`src/rtl/rational_arith_reduce_top_assert.svh`:
```
// Assertion macros for the rational arithmetic reduce block.
`ifndef RATIONAL_ARITH_REDUCE_TOP_ASSERT_SVH
`define RATIONAL_ARITH_REDUCE_TOP_ASSERT_SVH
`ifndef ASSERT_OFF
// Checked property, off while reset is high.
`define RAR_ASSERT(lbl, clk, rst, prop) \
   lbl: assert property (@(posedge clk) disable iff (rst) prop) \
      else $error("rational_arith_reduce assertion failed");
// Checked property, also active during reset.
`define RAR_ASSERT_ALWAYS(lbl, clk, prop) \
   lbl: assert property (@(posedge clk) prop) \
      else $error("rational_arith_reduce assertion failed");
`else
`define RAR_ASSERT(lbl, clk, rst, prop)
`define RAR_ASSERT_ALWAYS(lbl, clk, prop)
`endif
`endif

```
`src/rtl/rar_pkg.sv`:
```
// Shared types and codes of the rational arithmetic reduce block.
`default_nettype none
package rar_pkg;
   // Action codes on the request side.
   localparam logic [2:0] ACT_REDUCE = 3'd0;
   localparam logic [2:0] ACT_ADD    = 3'd1;
   localparam logic [2:0] ACT_SUB    = 3'd2;
   localparam logic [2:0] ACT_MUL    = 3'd3;
   localparam logic [2:0] ACT_DIV    = 3'd4;
   localparam logic [2:0] ACT_NEG    = 3'd5;
   localparam logic [2:0] ACT_STEP   = 3'd6;

   // Classified operation codes carried to the back end.
   localparam logic [2:0] OP_REDUCE = 3'd0;
   localparam logic [2:0] OP_ADD    = 3'd1;
   localparam logic [2:0] OP_SUB    = 3'd2;
   localparam logic [2:0] OP_MUL    = 3'd3;
   localparam logic [2:0] OP_DIV    = 3'd4;
   localparam logic [2:0] OP_NEG    = 3'd5;
   localparam logic [2:0] OP_INC    = 3'd6;
   localparam logic [2:0] OP_DEC    = 3'd7;

   typedef struct packed {
      logic [2:0]         op;
      logic               unary;
      logic signed [31:0] ln;
      logic signed [31:0] ld;
      logic signed [31:0] rn;
      logic signed [31:0] rd;
   } item_type;

   typedef struct packed {
      logic               start;
      logic signed [63:0] num;
      logic signed [63:0] den;
   } shr_req_type;

   typedef struct packed {
      logic               busy;
      logic               done;
      logic signed [63:0] num;
      logic signed [63:0] den;
   } shr_rsp_type;
endpackage
`default_nettype wire

```
`src/rtl/rar_queue.sv`:
```
// Two-entry queue between front and back end.
`default_nettype none
module rar_queue (
   input  wire logic              clock,
   input  wire logic              reset,
   input  wire logic              wr_en,
   input  wire rar_pkg::item_type wr_item,
   output logic                   full,
   input  wire logic              rd_en,
   output rar_pkg::item_type      rd_item,
   output logic                   empty
);
   rar_pkg::item_type slot_ff [2];
   logic       wr_ptr_ff;
   logic       rd_ptr_ff;
   logic [1:0] count_ff;
   logic       do_wr;
   logic       do_rd;

   assign full    = (count_ff == 2'd2);
   assign empty   = (count_ff == 2'd0);
   assign do_wr   = wr_en && !full;
   assign do_rd   = rd_en && !empty;
   assign rd_item = slot_ff[rd_ptr_ff];

   // Pointers and fill count
   always_ff @(posedge clock) begin
      if (reset) begin
         wr_ptr_ff <= 1'b0;
         rd_ptr_ff <= 1'b0;
         count_ff  <= 2'd0;
      end else begin
         if (do_wr) wr_ptr_ff <= !wr_ptr_ff;
         if (do_rd) rd_ptr_ff <= !rd_ptr_ff;
         if (do_wr && !do_rd)      count_ff <= count_ff + 2'd1;
         else if (do_rd && !do_wr) count_ff <= count_ff - 2'd1;
      end
   end

   // Payload storage
   always_ff @(posedge clock) begin
      if (do_wr) slot_ff[wr_ptr_ff] <= wr_item;
   end
endmodule
`default_nettype wire

```
`config.mk`:
```
export PLATFORM = sky130hd
export DESIGN_NAME = rar_queue
export DESIGN_NICKNAME = d
export VERILOG_FILES = /design/src/rtl/rational_arith_reduce_top_assert.svh /design/src/rtl/rar_pkg.sv /design/src/rtl/rar_queue.sv
export SDC_FILE = /design/constraint.sdc
export NUM_CORES = 1
export LEC_CHECK = 0
export BUFFER_PORTS_ARGS = -buffer_cell sky130_fd_sc_hd__buf_2
export CORE_AREA = 4 4 164 166
export CTS_CLUSTER_DIAMETER = 60
export DETAILED_ROUTE_END_ITERATION = 8
export DIE_AREA = 0 0 168 170
export GPL_ROUTABILITY_DRIVEN = 0
export PLACE_DENSITY = 0.61
export SLEW_MARGIN = 30
export SYNTH_ARGS = -nofsm -noshare
export SYNTH_HDL_FRONTEND = slang
export SYNTH_SLANG_ARGS = --single-unit
```
`constraint.sdc`:
```
create_clock -name clock -period 7.3 [get_ports clock]
set_input_delay 0.365 -clock clock [delete_from_list [all_inputs] [get_ports clock]]
set_output_delay 0.365 -clock clock [all_outputs]
set_load 0.05 [all_outputs]
```
* Word level (Yosys, flattened, before mapping) *
Memory sizes are Yosys's and may differ from the RTL's. A register that Yosys moved wholly into a read port is not among the register bits.
Cells that the tools add are included.

word-level totals
  bits in registers = 4
  memory bits (writable) = 264
  input bits = 136
  output and inout bits = 134
  logic and storage cells = 25
  memories kept = 1

operators by class
  add/sub/neg operators = 2
  eq/ne operators = 1
  muxes and demuxes = 6
  reductions and logical operators = 12

memory list
  name     words  bits a word  read ports  clocked after Yosys merged registers in  write ports  RTL line         text
  slot_ff  2      132          1           1                                        1            rar_queue.sv:13  rar_pkg::item_type slot_ff [2];

operator list
  kind                   number
  $logic_not A1 Y1       6
  $logic_and A1 B1 Y1    4
  $mux W1                4
  $mux W2                2
  $add A2 B1 Y2 const B  1
  $eq A2 B2 Y1 const B   1
  $logic_not A2 Y1       1
  $reduce_bool A2 Y1     1
  $sub A2 B1 Y2 const B  1

* Logic depth before layout (Yosys ltp) *
  depth after elaboration = 7
  mapped depth = 6
  gate-level depth less buffers = 6

* Least setup slack after synthesis *
No wires, ideal clock.

  path kind = flip-flop to flip-flop
  from = register count_ff[1]
  to = memory slot_ff[1][0] (netlist name), enable pin
  library setup time = 0.507 ns
  arrival time = 3.780 ns
  required time = 6.793 ns
  slack = 3.012 ns
  stages on the path, launching flop included = 4
  path buffers = 0
  period minus slack after synthesis = 4.288 ns
  cell sequence = dfxtp_1 > nor2b_2 > nor2_1 > and2_1

on the way
  cells in the longest elaborated chain, start to end = 5

ends and longest elaborated chain
  what                           RTL line         text
  start: declaration             rar_queue.sv:16  logic [1:0] count_ff;
  start signal: assignment       rar_queue.sv:35  if (do_wr && !do_rd) count_ff <= count_ff + 2'd1;
  start signal: assignment       rar_queue.sv:36  else if (do_rd && !do_wr) count_ff <= count_ff - 2'd1;
  $eq A2 B2 Y1                   rar_queue.sv:20  assign full = (count_ff == 2'd2);
  net full                       rar_queue.sv:8   output logic full,
  $logic_not A1 Y1               rar_queue.sv:22  assign do_wr = wr_en && !full;
  $logic_and A1 B1 Y1            rar_queue.sv:22
  net do_wr                      rar_queue.sv:17  logic do_wr;
  $mux W1                        rar_queue.sv:42  if (do_wr) slot_ff[wr_ptr_ff] <= wr_item;
  $mux W1 (not written as such)  rar_queue.sv:42
  end: declaration               rar_queue.sv:13

The timed path passes the listed nets, and every way through them passes these cells.

==> run summary <==
Crit Path Class - reg2out
final wirelength - 19800 µm
proportion of layout cells with a drive suffix above 1 - 57.6%
row count - 59
unrepaired setup endpoints after global routing - false
Clock Skews - 0.0117 ns
fin nets - 894
hold crit path type - in2reg
# hold bufs at CTS - 23
period utilisation layout - 39.8%
setup slack after placement - 4.70 ns
leading cell types in the layout, fill and taps excluded - buf_2 (269), edfxtp_1 (264), mux2_4 (80)
maximum root-to-sink buffer count - 3
power consumption - 5.24 mW
post-layout util - 50.7%
DR vias/cell - 4.59
final number of hold-violating endpoints - 0
synthesized instance count - 436
Slew Viols, Final - 0
remaining antenna violation count after routing - 0
Initial Util - 39.3%
multi-input logic area - 1900 µm²
CP required - 6.93 ns
Placed Area - 11700 µm²
IO Pins - 270
largest net degree at the start of global routing - 77
Die Area - 28600 µm²
Core Region - 25600 µm²
R2R Path Start - count_ff[0]
Post-Syn Area - 10100 µm²
TritonCTS buffer count - 29
fin crit period - 2.90 ns
Clock Latency Late Sink - 0.53 ns
Layout area overhead - 28.8%
Max Cap Viol - 0
P per Cell Area - 404 nW/µm²
worst slew pin tran - 0.809 ns
final setup fails - 0
DRC viols - 0
first-pass GRT wire length - 29700 µm
DR WL/cell - 17.7 µm
final setup margin - 4.40 ns
largest vdd supply drop - 255 µV
CTS tree - yes
top-area cell type share of the netlist area - 78.7%
FF-to-FF path depth - 4
outcome - finished clean
most common cell after layout, fill and taps aside - buf_2
Worst setup EP type - primary output
Syn Area/Cell - 23.1 µm²
htree depth - 1
1st-pass router iterations - 5
Clock Sinks - 269
Worst setup SP type - register
Cell variety after synth - 16
Post-CTS Setup Repair Bufs - 0
Resize count post-CTS - 0
largest area contributor in the netlist - edfxtp_1
CTS root buf - clkbuf_16
reg2reg setup slack - 4.81 ns
GR Overflow Total - 0
Syn Nets - 573
Synth area leaders - edfxtp_1 (79%), mux2_4 (12%), mux2_2 (5.8%)
CP Data Arrival Time - 2.54 ns
final cell count without fillers - 1115
Lkg Pwr - 4.98 nW
initial antenna violation count - 2
Placed Cells - 1029
Buffers on Ports - 269
worst hold slack - 0.0326 ns
crit path max fanout - 51
routed via count - 5121
Die Span Y - 170 µm
post-synthesis sequential area ratio - 79.7%
flops & latches, synth - 269
Seq. cell area - 8030 µm²
relative slew slack - 46.1%
All-Layer GR Usage - 13.1%
fmax - 344 MHz
Filler cells - 2100
hpwl dp - 13200 µm
DIE WIDTH - 168 µm
setup TNS - 0 ns
worst r2r dst - slot_ff[1][41]
Detailed Route Iter0 Violations - 235
vias in the first global route - 5518
Yosys Warn Count - 0
post-route cell area - 13000 µm²
crit path to - rd_item[8]
Clock transition at path regs - 0.06 ns
registers in the layout, summed over array words and instances, names as in the netlist, named ones only:
register,cells
rd_ptr_ff,1
slot_ff,264
wr_ptr_ff,1
count_ff,2
per-layer routing:
| metal | vias to the layer above | GRT usage (%) | wire, µm |
|---|---|---|---|
| li1 | 2375 | - | - |
| met1 | 2494 | 16.1 | 7910 |
| met2 | 211 | 22.3 | 9610 |
| met3 | 39 | 4.41 | 1780 |
| met4 | 2 | 3.39 | 432 |
| met5 | - | 0 | 12 |
critical path: stages, from the launching register on:
cell     delay, ns
dfxtp_4       0.68
buf_4         0.66
mux2_2        0.42
buf_2         0.21
power breakdown:
part           leakage, nW  internal [mW]  switching (mW)
Sequential            2.51           1.94          0.0781
Clock                0.428          0.804           0.550
Combinational         2.04          0.565            1.30
final cells by class:
type | count | area share [%]
inverters | 2 | 0.0964
repair buffers | 305 | 13.3
diodes | 1 | 0.0193
clock buffers | 40 | 5.91
well taps | 335 | 3.23
flip-flops and latches | 269 | 61.9
clock inverters | 13 | 0.954
multi-input cells | 150 | 14.6
cell usage after synthesis, drive strengths merged:
library cell  instances
or3                   2
and2                  1
edfxtp              264
buf                  15
dfxtp                 5
inv                   2
xor2                  3
a21oi                 2
nor2b                 1
o21ai                 3
ha                    1
nor2                  5
mux2                132
worst min path at each step:
stage / slack (ns) / end / cells past startpoint / start
after floorplan: 0.43 / count_ff[1] / 1 / reset
after global placement: 0.48 / wr_ptr_ff / 2 / wr_ptr_ff
after detailed placement: 0.49 / wr_ptr_ff / 2 / wr_ptr_ff
after CTS: 0.0001 / slot_ff[0][101] / 1 / wr_item[101]
after global routing: 0.00004 / slot_ff[0][104] / 1 / wr_item[104]
final: 0.03 / slot_ff[0][95] / 1 / wr_item[95]
logic make-up after synthesis:
logic type | share of synthesized area (%)
xor+xnor | 0.261
fa+ha+maj | 0.124
flops | 79.7
simple gates | 0.460
buf+inv | 1.48
compound gates | 0.248
mux | 17.7
(Power assumes the default switching activity.)
